$ cat src/rtl/core/plvs_pkg.sv
// shared types and constants of the point-light vertex shader
// no dependencies; imported by every module of the block
`default_nettype none

package plvs_pkg;

    localparam int POS_W   = 24;
    localparam int NORM_W  = 16;
    localparam int COL_W   = 8;
    localparam int BRT_W   = 16;
    localparam int CIDX_W  = 8;
    localparam int CDATA_W = 8;

    // configuration register indexes
    localparam logic [CIDX_W-1:0] REG_AMBIENT     = 8'd0;
    localparam logic [CIDX_W-1:0] REG_LIGHT_COUNT = 8'd1;

    // request codes
    localparam logic REQ_WRITE = 1'b0;
    localparam logic REQ_SHADE = 1'b1;

    // 0.01 * d^2 against brightness in Q12.4 with d^2 in Q16: b * 409600
    localparam int BRIGHT_SCALE = 409600;
    localparam int NDL_MAX      = 65535;

    typedef struct packed {
        logic signed [POS_W-1:0] px;
        logic signed [POS_W-1:0] py;
        logic signed [POS_W-1:0] pz;
        logic [COL_W-1:0]        red;
        logic [COL_W-1:0]        green;
        logic [COL_W-1:0]        blue;
        logic [BRT_W-1:0]        bright;
    } light_entry_t;

    typedef enum logic [1:0] {
        MODE_SQRT,
        MODE_DIV
    } unit_mode_t;

    typedef struct packed {
        logic       start;
        unit_mode_t mode;
        logic       q17;    // 17 quotient bits instead of 16
    } unit_cmd_t;

    typedef enum logic [4:0] {
        ST_IDLE,
        ST_READ,
        ST_LOAD,
        ST_M_XX,
        ST_M_YY,
        ST_M_ZZ,
        ST_M_NX,
        ST_M_NY,
        ST_M_NZ,
        ST_M_BS,
        ST_CHECK,
        ST_SQRT,
        ST_NDL,
        ST_NDL_WAIT,
        ST_ATT,
        ST_ATT_WAIT,
        ST_M_W,
        ST_M_R,
        ST_M_G,
        ST_M_B,
        ST_ACC_B,
        ST_NEXT,
        ST_FIN
    } state_t;

endpackage

`default_nettype wire

$ cat src/rtl/core/plvs_light_table.sv
// light table: one write port, one registered read port
// depends on plvs_pkg for the entry type
`default_nettype none

module plvs_light_table #(
    parameter int DEPTH = 16,
    parameter int AW    = 4
) (
    input  wire                      aclk,
    input  wire                      we,
    input  wire [AW-1:0]             waddr,
    input  wire plvs_pkg::light_entry_t wdata,
    input  wire [AW-1:0]             raddr,
    output plvs_pkg::light_entry_t   rdata
);
    import plvs_pkg::*;

    light_entry_t mem [DEPTH];
    light_entry_t rdata_reg;

    always_ff @(posedge aclk) begin
        if (we) begin
            mem[waddr] <= wdata;
        end
        rdata_reg <= mem[raddr];
    end

    assign rdata = rdata_reg;

endmodule

`default_nettype wire

$ cat config.mk
export PLATFORM = sky130hd
export DESIGN_NAME = plvs_light_table
export DESIGN_NICKNAME = d
export VERILOG_FILES = /design/src/rtl/core/plvs_pkg.sv /design/src/rtl/core/plvs_light_table.sv
export SDC_FILE = /design/constraint.sdc
export NUM_CORES = 1
export LEC_CHECK = 0
export BUFFER_PORTS_ARGS = -buffer_cell sky130_fd_sc_hd__clkbuf_2
export CORE_UTILIZATION = 55
export DETAILED_ROUTE_END_ITERATION = 6
export GPL_ROUTABILITY_DRIVEN = 0
export MAX_ROUTING_LAYER = met4
export PLACE_DENSITY_LB_ADDON = 0.12
export SETUP_SLACK_MARGIN = 0.3
export SLEW_MARGIN = 30
export SYNTH_ARGS = -nofsm -noshare
export SYNTH_HDL_FRONTEND = slang
export SYNTH_SLANG_ARGS = --single-unit
$ cat constraint.sdc
create_clock -name aclk -period 8.6 [get_ports aclk]
set_input_delay 0 -clock aclk [delete_from_list [all_inputs] [get_ports aclk]]
set_output_delay 0 -clock aclk [all_outputs]
set_load 0.05 [all_outputs]
; Word level (Yosys, flattened, before mapping)
; Memory sizes are Yosys's and may differ from the RTL's. A register that Yosys moved wholly into a read port is not among the register bits.
; Index checks and enable logic that the tools add are counted.
[word_totals]
register_bits = 0
mem_count = 1
out_inout_bits = 112
ram_bits = 1792
inputBits = 122
[memory_table]
columns = name, depth, width, read_ports, rd_clocked_by_memory_dff, write_ports, line
row1 = mem, 16, 112, 1, 1, 1, plvs_light_table.sv:18  ; light_entry_t mem [DEPTH];
[classes]
mux = 2
[op_table]
columns = operator, n
row1 = $mux W1, 2

; Logic depth before layout (Yosys ltp)
[logic_depth]
word_depth = 2
ltp_mapped = 6
ltp_nobuf = 3

; Least setup slack after synthesis
; OpenSTA, ideal clock, no wires.
[synth_timing]
path_kind = input to register
start = input port waddr[2]
end = memory mem[0][0] (netlist bit) (enable)
setup_time_ns = 0.722
arrival_time_ns = 8.081
t_required_ns = 7.878
setup_slack_ns = -0.202
path_stages = 2
cell_sequence = or3b_2 > nor3_1
[synth_rtl]
columns = item, line
row1 = start: declaration, plvs_light_table.sv:11  ; input wire [AW-1:0] waddr,
row2 = end: declaration, plvs_light_table.sv:18
; No word-level cell before the write port.

==> flow_summary_export.csv <==
group,metric,value,unit
routing,drt_iter0_drc,3210,
pwr,internal-power,0.0155,W
global_routing,grt_use_total,0.253,
clock_network,cts_made_buffers,187,
global_routing,overflow,0,
synth,yosysMostFrequentCell,"edfxtp_1",
global_routing,grt_max_degree,113,
final_layout,syn_to_final_growth,15.3,%
synth,synth_nets,2986,
global_routing,antenna_found_initial,14,
pwr,power.leakage,25.7,nW
placement,place_hpwl,67.0,mm
synth,synth_edf_count,1792,
global_routing,grt_pass1_wl,223,mm
synth,yosys.area.top_type,"edfxtp_1",
sta,rsz0062_at_grt,"no",
routing,vias,31649,
sta,drv_slew,0,
sta,finalClockSkew,0.0170,ns
routing,drt_first_pass_iters,5,
clock_network,clockRootBuffer,"clkbuf_16",
setup_path,r2r_start,"mem[3][12]$_DFFE_PP_",
sta,fmax,349,MHz
setup_path,r2r_end,"rdata[12]$_DFF_P_",
setup_path,cp-end-kind,"flop",
clock_network,cts_max_path_buffers,3,
pwr,power_density,246,nW/um^2
sta,fin_crit_sh,0.333,
final_layout,nFillCells,8126,
sta,tightest_slew,1.03,ns
clock_network,clock_latency,0.78,ns
min_path,min_from,"waddr[0]",
sta,finalHoldViolCount,0,
sta,setup_viol,0,
placement,port-buffer-count,233,
synth,ys_types,18,
clock_network,cts_max_level,4,
routing,wire_per_inst,29.9,um
clock_network,cts_tree,"done",
setup_path,startpoint_type,"input pin",
final_layout,largest_register_ffs,1792,
pwr,peakVddDrop,0.232,mV
setup_path,worst_ep_required_time,9.26,ns
synth,synthTopCellsByArea,"edfxtp_1 (78%), mux4_2 (15%), dfxtp_1 (3.2%), a22oi_1 (2.4%), nand2_1 (0.61%)",
status,outcome,"finished, final reports clean",
setup_path,ff2ff_path_depth,5,
synth,ys_ff_latch,1904,
min_path,min_to,"mem[4][95]$_DFFE_PP_",
die,core_area,124000,sq um
final_layout,fin_area,79700,sq um
setup_path,worstPathCellList,"dlygate4sd3_1, buf_8, buf_4, buf_4, mux4_2, a22oi_1, nand2_1",
sta,tns,0,ns
setup_path,critPathKind,"in2reg",
setup_path,reg2reg_setup_slack,6.33,ns
setup_path,arrival,3.52,ns
clock_network,cts_num_sinks,1904,
global_routing,grt_pass1_vias,33504,
clock_network,postCtsSetupRepairBufs,0,
pwr,pwr-share-seq,0.533,
synth,ys.flop_type,"edfxtp_1",
synth,syn_area,69200,sq um
die,die_h,357,um
pwr,combPwrFrac,0.057,
routing,drc,0,
die,die_area,127000,sq um
synth,synthTopCellsByCount,"edfxtp_1 (1,792), mux4_2 (448), a22oi_1 (224)",
min_path,hold_class,"in2reg",
setup_path,crit_top_cell,"buf_4",
min_path,hold_depth,3,
synth,synthCells,2864,
routing,totalWireLength,152,mm
setup_path,slowest_stage,"buf_4",
routing,antenna_left,0,
sta,min_period,2.86,ns
synth,synth-async-reset-ratio,0,
die,start_util,0.557,
synth,ys_seq_area_frac,0.810,
synth,synth_top_area_frac,0.778,
run,cap_violations,0,
setup_path,cpPeakStageDelay,0.84,ns
final_layout,drive_gt1_frac,0.291,
routing,vias_per_cell,6.20,
pwr,swShare,0.211,
synth,ys_warn_count,0,
final_layout,nets,3414,
die,rows,129,
die,dieWidth,357,um
clock_network,cts_resized,0,
pwr,switchingPower,0.00414,W
clock_network,clkTransAtPathRegs,0.06,ns
die,ios,234,
sta,slew_headroom,0.312,
pwr,p_clk_frac,0.410,
synth,syn-mean-instance-area,24.2,sq um
setup_path,crit_fanout,88,
placement,placed_area,72300,sq um
clock_network,hold_buffers,118,
## cell usage in the layout (no fill, tap or decap), types with 6 or more instances in the layout
cell type,instances
a22oi_1,224
buf_12,21
buf_4,7
bufinv_16,15
clkbuf_1,57
clkbuf_16,192
clkbuf_2,231
clkbuf_8,20
clkinv_1,28
clkinv_2,26
dfxtp_1,112
diode_2,13
dlygate4sd3_1,118
edfxtp_1,1792
inv_6,6
mux4_2,448
nand2_1,113
nor2_4,13
## power groups by stage
| stage | sequential [W] | clock (W) | combinational, W |
|---|---|---|---|
| 2_1_floorplan | 0.0109 | 0 | 0.000493 |
| 3_3_place_gp | 0.0106 | 0 | 0.00106 |
| 3_5_place_dp | 0.0107 | 0 | 0.00109 |
| 4_1_cts | 0.0105 | 0.00819 | 0.00114 |
| 5_1_grt | 0.0105 | 0.00854 | 0.00120 |
| 6_report | 0.0105 | 0.00804 | 0.00113 |
## worst max-delay path, delay by kind of cell
kind | cells | cell delay [ns]
buf+inv | 4 | 2.68
simple gates | 1 | 0.08
compound gates | 1 | 0.22
mux | 1 | 0.41
## cells by family (layout without fill, tap and decap cells)
kind of cell | after synthesis | in the layout | share of synthesized area
DFF | 1904 | 1904 | 0.810
muxes | 448 | 448 | 0.146
AOI/OAI and AO/OA | 224 | 224 | 0.0243
buffers and inverters | 149 | 738 | 0.0115
and+or+nand+nor | 139 | 139 | 0.00800
other | 0 | 13 | 0
## worst max-delay path by stage
stage / from / endpoint / slack (ns)
4_1_cts: raddr[1] / rdata[97]$_DFF_P_ / 5.79
5_1_grt: raddr[1] / rdata[97]$_DFF_P_ / 5.60
6_report: raddr[1] / rdata[50]$_DFF_P_ / 5.74
3_3_place_gp: raddr[1] / rdata[55]$_DFF_P_ / 5.57
3_5_place_dp: raddr[1] / rdata[52]$_DFF_P_ / 5.55
2_1_floorplan: waddr[2] / mem[1][0]$_DFFE_PP_ / 2.83
## per-stage QoR
| stage | std cells | hold slack (ns) | worst slack [ns] | util | power [W] |
|---|---|---|---|---|---|
| after CTS | 5087 | 0.0774 | 5.79 | 0.641 | 0.0198 |
| after global routing | 5101 | 0.0188 | 5.60 | 0.641 | 0.0202 |
| after global placement | 4618 | 0.369 | 5.57 | 0.582 | 0.0117 |
| after floorplan | 2864 | 0.0989 | 2.83 | - | 0.0113 |
| final | 5103 | 0.00712 | 5.74 | 0.641 | 0.0196 |
| after detailed placement | 4619 | 0.395 | 5.55 | 0.582 | 0.0117 |
## metal layers
metal	up-vias	share of wire	global-route usage	wire, um
met4	0	0.020	0.0671	3060
met1	17148	0.40	0.335	61700
met3	211	0.062	0.0411	9520
met2	1107	0.51	0.412	78200
met5	-	0	-	0
li1	13183	-	-	-
## cell type report
class | count | area [sq um] | share of cell area
Sequential cell | 1904 | 56100 | 0.703
Multi-Input combinational cell | 811 | 12500 | 0.157
Clock buffer | 269 | 5290 | 0.0664
Timing Repair Buffer | 388 | 3010 | 0.0377
Tap cell | 1637 | 2050 | 0.0257
Clock inverter | 81 | 806 | 0.0101
Antenna cell | 13 | 32.5 | 0.000408
No activity file was read; power rests on OpenSTA's default activity.
