## src/rtl/core/plvs_pkg.sv

```systemverilog
// shared types and constants of the point-light vertex shader
// no dependencies; imported by every module of the block
`default_nettype none

package plvs_pkg;

    localparam int POS_W   = 24;
    localparam int NORM_W  = 16;
    localparam int COL_W   = 8;
    localparam int BRT_W   = 16;
    localparam int CIDX_W  = 8;
    localparam int CDATA_W = 8;

    // configuration register indexes
    localparam logic [CIDX_W-1:0] REG_AMBIENT     = 8'd0;
    localparam logic [CIDX_W-1:0] REG_LIGHT_COUNT = 8'd1;

    // request codes
    localparam logic REQ_WRITE = 1'b0;
    localparam logic REQ_SHADE = 1'b1;

    // 0.01 * d^2 against brightness in Q12.4 with d^2 in Q16: b * 409600
    localparam int BRIGHT_SCALE = 409600;
    localparam int NDL_MAX      = 65535;

    typedef struct packed {
        logic signed [POS_W-1:0] px;
        logic signed [POS_W-1:0] py;
        logic signed [POS_W-1:0] pz;
        logic [COL_W-1:0]        red;
        logic [COL_W-1:0]        green;
        logic [COL_W-1:0]        blue;
        logic [BRT_W-1:0]        bright;
    } light_entry_t;

    typedef enum logic [1:0] {
        MODE_SQRT,
        MODE_DIV
    } unit_mode_t;

    typedef struct packed {
        logic       start;
        unit_mode_t mode;
        logic       q17;    // 17 quotient bits instead of 16
    } unit_cmd_t;

    typedef enum logic [4:0] {
        ST_IDLE,
        ST_READ,
        ST_LOAD,
        ST_M_XX,
        ST_M_YY,
        ST_M_ZZ,
        ST_M_NX,
        ST_M_NY,
        ST_M_NZ,
        ST_M_BS,
        ST_CHECK,
        ST_SQRT,
        ST_NDL,
        ST_NDL_WAIT,
        ST_ATT,
        ST_ATT_WAIT,
        ST_M_W,
        ST_M_R,
        ST_M_G,
        ST_M_B,
        ST_ACC_B,
        ST_NEXT,
        ST_FIN
    } state_t;

endpackage

`default_nettype wire

```

## src/rtl/core/plvs_iter_unit.sv

```systemverilog
// shared bit-serial unit: integer square root and restoring division
// one result bit per cycle; depends on plvs_pkg for the command struct
`default_nettype none

module plvs_iter_unit (
    input  wire                 aclk,
    input  wire                 aresetn,
    input  wire plvs_pkg::unit_cmd_t cmd,
    input  wire [62:0]          op_a,    // radicand or dividend
    input  wire [50:0]          op_b,    // divisor
    output logic [31:0]         result,
    output logic                done
);
    import plvs_pkg::*;

    logic [62:0] rem_reg,  rem_next;
    logic [62:0] res_reg,  res_next;
    logic [62:0] bit_reg,  bit_next;   // sqrt weight, or dividend bits for division
    logic [50:0] div_reg;
    logic [4:0]  cnt_reg,  cnt_next;
    logic        busy_reg, busy_next;
    logic        done_reg, done_next;
    logic        sqrt_reg;

    logic [62:0] cmp_a, cmp_b, diff;
    logic        ge;

    always_comb begin
        if (sqrt_reg) begin
            cmp_a = rem_reg;
            cmp_b = res_reg + bit_reg;
        end else begin
            cmp_a = {rem_reg[61:0], bit_reg[16]};
            cmp_b = {12'd0, div_reg};
        end
        ge   = cmp_a >= cmp_b;
        diff = cmp_a - cmp_b;
    end

    always_comb begin
        rem_next  = rem_reg;
        res_next  = res_reg;
        bit_next  = bit_reg;
        cnt_next  = cnt_reg;
        busy_next = busy_reg;
        done_next = 1'b0;
        if (cmd.start) begin
            busy_next = 1'b1;
            res_next  = '0;
            if (cmd.mode == MODE_SQRT) begin
                rem_next = op_a;
                bit_next = 63'd1 << 62;
                cnt_next = 5'd31;
            end else if (cmd.q17) begin
                rem_next = op_a >> 17;
                bit_next = {46'd0, op_a[16:0]};
                cnt_next = 5'd16;
            end else begin
                rem_next = op_a >> 16;
                bit_next = {46'd0, op_a[15:0], 1'b0};
                cnt_next = 5'd15;
            end
        end else if (busy_reg) begin
            if (sqrt_reg) begin
                rem_next = ge ? diff : rem_reg;
                res_next = (res_reg >> 1) + (ge ? bit_reg : 63'd0);
                bit_next = bit_reg >> 2;
            end else begin
                rem_next = ge ? diff : cmp_a;
                res_next = {res_reg[61:0], ge};
                bit_next = bit_reg << 1;
            end
            cnt_next = cnt_reg - 5'd1;
            if (cnt_reg == 5'd0) begin
                busy_next = 1'b0;
                done_next = 1'b1;
            end
        end
    end

    always_ff @(posedge aclk) begin
        if (!aresetn) begin
            busy_reg <= 1'b0;
            done_reg <= 1'b0;
        end else begin
            busy_reg <= busy_next;
            done_reg <= done_next;
        end
        rem_reg <= rem_next;
        res_reg <= res_next;
        bit_reg <= bit_next;
        cnt_reg <= cnt_next;
        if (cmd.start) begin
            div_reg  <= op_b;
            sqrt_reg <= (cmd.mode == MODE_SQRT);
        end
    end

    assign result = res_reg[31:0];
    assign done   = done_reg;

endmodule

`default_nettype wire

```

## config.mk

```make
export PLATFORM = sky130hd
export DESIGN_NAME = plvs_iter_unit
export DESIGN_NICKNAME = d
export VERILOG_FILES = /design/src/rtl/core/plvs_pkg.sv /design/src/rtl/core/plvs_iter_unit.sv
export SDC_FILE = /design/constraint.sdc
export NUM_CORES = 1
export LEC_CHECK = 0
export ABC_AREA = 1
export BUFFER_PORTS_ARGS = -buffer_cell sky130_fd_sc_hd__buf_4
export CORE_UTILIZATION = 51
export DETAILED_ROUTE_END_ITERATION = 8
export PLACE_DENSITY = 0.66
export SLEW_MARGIN = 30
export SYNTH_ARGS = -nofsm -noshare
export SYNTH_HDL_FRONTEND = slang
export SYNTH_SLANG_ARGS = --single-unit
```

## constraint.sdc

```tcl
create_clock -name aclk -period 6.4 [get_ports aclk]
set_clock_uncertainty 0.05 [all_clocks]
set_input_delay 0.32 -clock aclk [delete_from_list [all_inputs] [get_ports aclk]]
set_output_delay 0.32 -clock aclk [all_outputs]
set_load 0.03 [all_outputs]
```

-- Yosys cells after proc, flatten, opt, wreduce, memory -nomap -nowiden
Cells that the tools add are included.
- add/sub/neg operators: 4
- $lt $le $gt $ge: 1
- equal/unequal tests: 1
- mux-type cells: 24
- bitwise operators: 2
- reduce and logical (&&, ||, !) cells: 5
- operators with widths (operator ; number):
    two-way mux 63 bit ; 14
    adder 62 x 63 -> 63 bit ; 1
    adder 63 bit ; 1
    >= comparator 63 bit ; 1
    subtractor 63 bit ; 1
    two-way mux 47 bit ; 1
    two-way mux 5 bit ; 4
    two-way mux 17 bit ; 1
    logical NOT 5 bit ; 1
    subtractor 5 x 1 -> 5 bit (second input constant) ; 1
    two-way mux 1 bit ; 4
    inequality test 3 x 2 -> 1 bit (second input constant) ; 1
    OR reduction 3 bit ; 1
    logical NOT 2 bit ; 1
    inverter 1 bit ; 2
    AND reduction 2 bit ; 1
    nonzero test 2 bit ; 1
- flip-flop bits (word level): 248
- input port bits: 120
- output and inout port bits: 33
- logic and storage cells: 45

-- Longest topological paths before layout
- depth in word-level cells: 7
- gate-level depth with buffers: 46
- gate-level depth less buffers: 45

-- Least setup slack after synthesis
No wires, ideal clock.
- path type: register to register
- start point: register res_reg[0]
- end point: register res_reg[48]
- library setup time: 119 ps
- arrival time: 5329 ps
- required time: 6231 ps
- slack: 903 ps
- cell stages (with the launch flop): 39
- buffers on the path: 1
- period minus slack after synthesis: 5497 ps
- cell sequence: dfxtp_1 -> ha_1 -> inv_1 -> fa_1 -> o21ai_0 -> a21oi_1 -> o21ai_0 -> nand2_1 -> nand2_1 -> nand2_1 -> nand2_1 -> nand2_1 -> nand3_1 -> o21ai_0 -> ha_1 -> nand2_1 -> nor2_1 -> nand2_1 -> (+3 left out) -> nor2_1 -> nand2_1 -> inv_2 -> buf_2 -> nor2_1 -> ha_1 -> inv_1 -> fa_1 -> o21bai_1 -> nand2_1 -> nand2_1 -> nand3_1 -> nand2_1 -> nand2_1 -> nand3_1 -> nor2_1 -> o21ai_0 -> nand2_1
- longest elaborated chain between the ends: 6
- RTL lines (element ; line ; RTL):
    start: declaration ; plvs_iter_unit.sv:17 ; logic [62:0] res_reg, res_next;
    start signal: assignment ; plvs_iter_unit.sv:90 ; res_reg <= res_next;
    adder 63 bit ; plvs_iter_unit.sv:31 ; cmp_b = res_reg + bit_reg;
    two-way mux 63 bit ; plvs_iter_unit.sv:29 ; if (sqrt_reg) begin
    >= comparator 63 bit ; plvs_iter_unit.sv:36 ; ge = cmp_a >= cmp_b;
    two-way mux 63 bit ; plvs_iter_unit.sv:66 ; res_next = (res_reg >> 1) + (ge ? bit_reg : 63'd0);
    adder 62 x 63 -> 63 bit ; plvs_iter_unit.sv:66 ;
    two-way mux 63 bit ; plvs_iter_unit.sv:64 ; if (sqrt_reg) begin
No other way between the ends.
A chain may end at the register's enable or synchronous reset.

-- Worst setup path in the final report
- start point: register bit_reg[30]
- end point: register res_reg[36]
- longest elaborated chain between the ends: 6
- RTL lines (element ; line ; RTL):
    start: declaration ; plvs_iter_unit.sv:18 ; logic [62:0] bit_reg, bit_next;
    start signal: assignment ; plvs_iter_unit.sv:91 ; bit_reg <= bit_next;
    adder 63 bit ; plvs_iter_unit.sv:31 ;
    two-way mux 63 bit ; plvs_iter_unit.sv:29 ;
    >= comparator 63 bit ; plvs_iter_unit.sv:36 ;
    two-way mux 63 bit (*) ; plvs_iter_unit.sv:66 ;
    adder 62 x 63 -> 63 bit (*) ; plvs_iter_unit.sv:66 ;
    two-way mux 63 bit (*) ; plvs_iter_unit.sv:64 ;
Mark *: on every way between the ends. The rest lies on a longest branch, timed or not.

==> flow_metrics.env <==
export IMPL_fin_crit_sh=0.977
export IMPL_setup_tns_final_ns=0
export IMPL_critPathCaptureType="flip-flop"
export IMPL_total_power_mw=12.5
export IMPL_top_layer="met5"
export IMPL_cts_buffers=29
export IMPL_syn_area_per_cell_um2=6.02
export IMPL_firstDrtPassIters=6
export IMPL_setup_violations=0
export IMPL_antenna_found_initial=4
export IMPL_yosysMostFrequentCell="nand2_1"
export IMPL_max_freq_mhz=160
export IMPL_cts_root_buf="clkbuf_16"
export IMPL_whs_ns=0.0112
export IMPL_place_congestion=1.09
export IMPL_rows=85
export IMPL_drc=0
export IMPL_cp_data_required_time_ns=6.82
export IMPL_initial_core_util=0.521
export IMPL_wl_per_cell_um=20.8
export IMPL_critical_path_class="reg2reg"
export IMPL_synthArstFlopShare=0
export IMPL_synth_area_leaders="edfxtp_1 19%, nand2_1 19%, inv_1 10%"
export IMPL_report_final_hold_viol_count=0
export IMPL_grt_max_degree=181
export IMPL_cts_tree="yes"
export IMPL_ys_seq_elements=248
export IMPL_synth_commonest_cells="1395 x nand2_1, 764 x inv_1, 576 x nor2_1"
export IMPL_seq_area_um2=6800
export IMPL_final_layout_size_suffix_gt1_frac=0.165
export IMPL_syn2layout_area_growth_pct=25.2
export IMPL_grt_pass1_wl_um=180000
export IMPL_pre_cts_slack_ns=-0.227
export IMPL_critPathMaxStageDelay_ns=0.41
export IMPL_grt_usage=0.424
export IMPL_worst_slack_ns=0.149
export IMPL_netlist_instances=4700
export IMPL_totalWireLength_um=124000
export IMPL_portBuffers=152
export IMPL_tightest_slew_ns=0.972
export IMPL_wl_met2_um=50000
export IMPL_clk_latency_ns=0.62
export IMPL_yosys_area_top_type="edfxtp_1"
export IMPL_yosysUniqueCellTypes=51
export IMPL_maxCapViolations=0
export IMPL_drv_slew=0
export IMPL_die_h_um=238
export IMPL_io_pins=153
export IMPL_ant_nets=0
export IMPL_drt_initial_drc_count=4391
export IMPL_nets=5514
export IMPL_cp_start_kind="flip-flop"
export IMPL_cp_max_fo=9
export IMPL_ys_flop_type="edfxtp_1"
export IMPL_dr_wl_met3_um=16300
export IMPL_synth_top_area_frac=0.194
export IMPL_cts_sinks=248
export IMPL_hpwl_um=97800
export IMPL_critPathSlowestCell="edfxtp_1"
export IMPL_cts_max_level=1
export IMPL_grt_pass1_vias=31100
export IMPL_overflow=0
export IMPL_multi_input_area_um2=18900
export IMPL_yosys_warnings=0
export IMPL_die_x_um=238
export IMPL_path_common_cell="nand2_1"
export IMPL_maxSlewHeadroom=0.352
export IMPL_yosysSeqAreaShare=0.240
export IMPL_utilization=0.652
export IMPL_fillers=5179
export IMPL_cp_arrival_ns=6.67
export IMPL_synth_area_um2=28300
export IMPL_vdd_drop_max_mv=0.320
export IMPL_die_area_um2=56400
export IMPL_wl_met1_um=52000
export IMPL_via_per_inst=5.68
export IMPL_syn_num_nets=5012
export IMPL_cts_reportedPaths_clkPinSlew_ns=0.07
export IMPL_synth_edf_count=183
export IMPL_status="finished clean"
export IMPL_finalCriticalPeriod_ns=6.25
export IMPL_core_um2=54300
export IMPL_vias=33900
export IMPL_p_leak_nw=17.6
export IMPL_clock_path_buffers=3
export IMPL_power_density_nw_per_um2=352
export IMPL_hold_class="in2reg"
## repair_timing
item	CTS	global route
cloned	0	3
endpoints found under the hold margin	69	0
setup endpoints to repair	43	58
hold buffers	73	0
resized for setup	20	286
pin swaps	0	61
buffers inserted	0	33
## metrics by stage
| stage | area [µm²] | cells |
|---|---|---|
| floorplan | 28300 | 4700 |
| global placement | 32300 | 5801 |
| detailed placement | 32300 | 5801 |
| CTS | 34100 | 5928 |
| global route | 35400 | 5966 |
| finish | 35400 | 5966 |
## power breakdown
| part | switching [mW] | leakage (nW) | internal [mW] |
|---|---|---|---|
| sequential | 0.221 | 2.40 | 2.16 |
| clock | 0.774 | 0.481 | 1.03 |
| combinational | 5.23 | 14.7 | 3.05 |
| total | 6.23 | 17.6 | 6.25 |
## critical path: cells and delay by family (launching register included)
kind	cells	cell delay (ns)
fa+ha+maj	3	1.10
simple gates	23	2.91
buf+inv	10	1.17
compound gates	3	0.44
flops	1	0.41
## cell usage in the layout, fill, tap and decap left out, types with 10 or more instances in the layout
cell	Yosys	final
a21o_1	12	12
a21oi_1	265	216
a21oi_2	0	47
a31oi_1	12	12
buf_4	38	535
clkbuf_16	0	31
dfxtp_1	65	64
dlygate4sd3_1	0	73
edfxtp_1	183	183
ha_1	189	158
ha_2	0	10
ha_4	0	21
inv_1	764	759
mux2i_1	20	20
nand2_1	1395	1339
nand2_2	13	62
nand3_1	309	296
nand3_2	1	13
nand4_1	58	58
nor2_1	576	512
nor2_2	5	59
nor2_4	0	10
nor3_1	44	33
nor4_1	12	11
o211ai_1	34	34
o21ai_0	288	252
o21ai_1	3	37
o21bai_1	42	39
o221ai_1	38	38
o22ai_1	85	85
xnor2_1	20	20
xor2_1	59	58
## per-layer routing
layer,global-route usage,up-vias
met5,0,-
met4,0.159,2
met3,0.129,268
li1,-,16300
met1,0.588,15400
met2,0.613,1914
## logic make-up after synthesis
family	after synthesis	share of synthesized area
AND/OR/NAND/NOR	2438	0.350
multiplexers	20	0.00708
adder cells (fa/ha/maj)	192	0.0857
AO/OA/AOI/OAI	807	0.163
XOR/XNOR	79	0.0245
buffers and inverters	916	0.130
flip-flops	248	0.240
## layout make-up
type | count | share of cell area
Antenna cell | 2 | 0.000141
Tap cell | 739 | 0.0261
Clock inverter | 17 | 0.00575
Clock buffer | 37 | 0.0222
Inverter | 770 | 0.0820
Multi-Input combinational cell | 3536 | 0.533
Sequential cell | 248 | 0.192
Timing Repair Buffer | 617 | 0.139
## path summary, 6_finish.rpt
kind                                  start                       end  slack [ns]  cells past startpoint
hold / removal                     op_a[21]      rem_reg[5]$_DFFE_PP_        0.01                      3
setup reg to reg  bit_reg[30]$_SDFFCE_PP0P_  res_reg[36]$_SDFFE_PP0P_        0.15                     39
setup / recovery  bit_reg[30]$_SDFFCE_PP0P_  res_reg[36]$_SDFFE_PP0P_        0.15                     39
hold reg to reg    res_reg[35]$_SDFFE_PP0P_  res_reg[35]$_SDFFE_PP0P_        0.46                      2
Power figures use the tool's default switching activity.
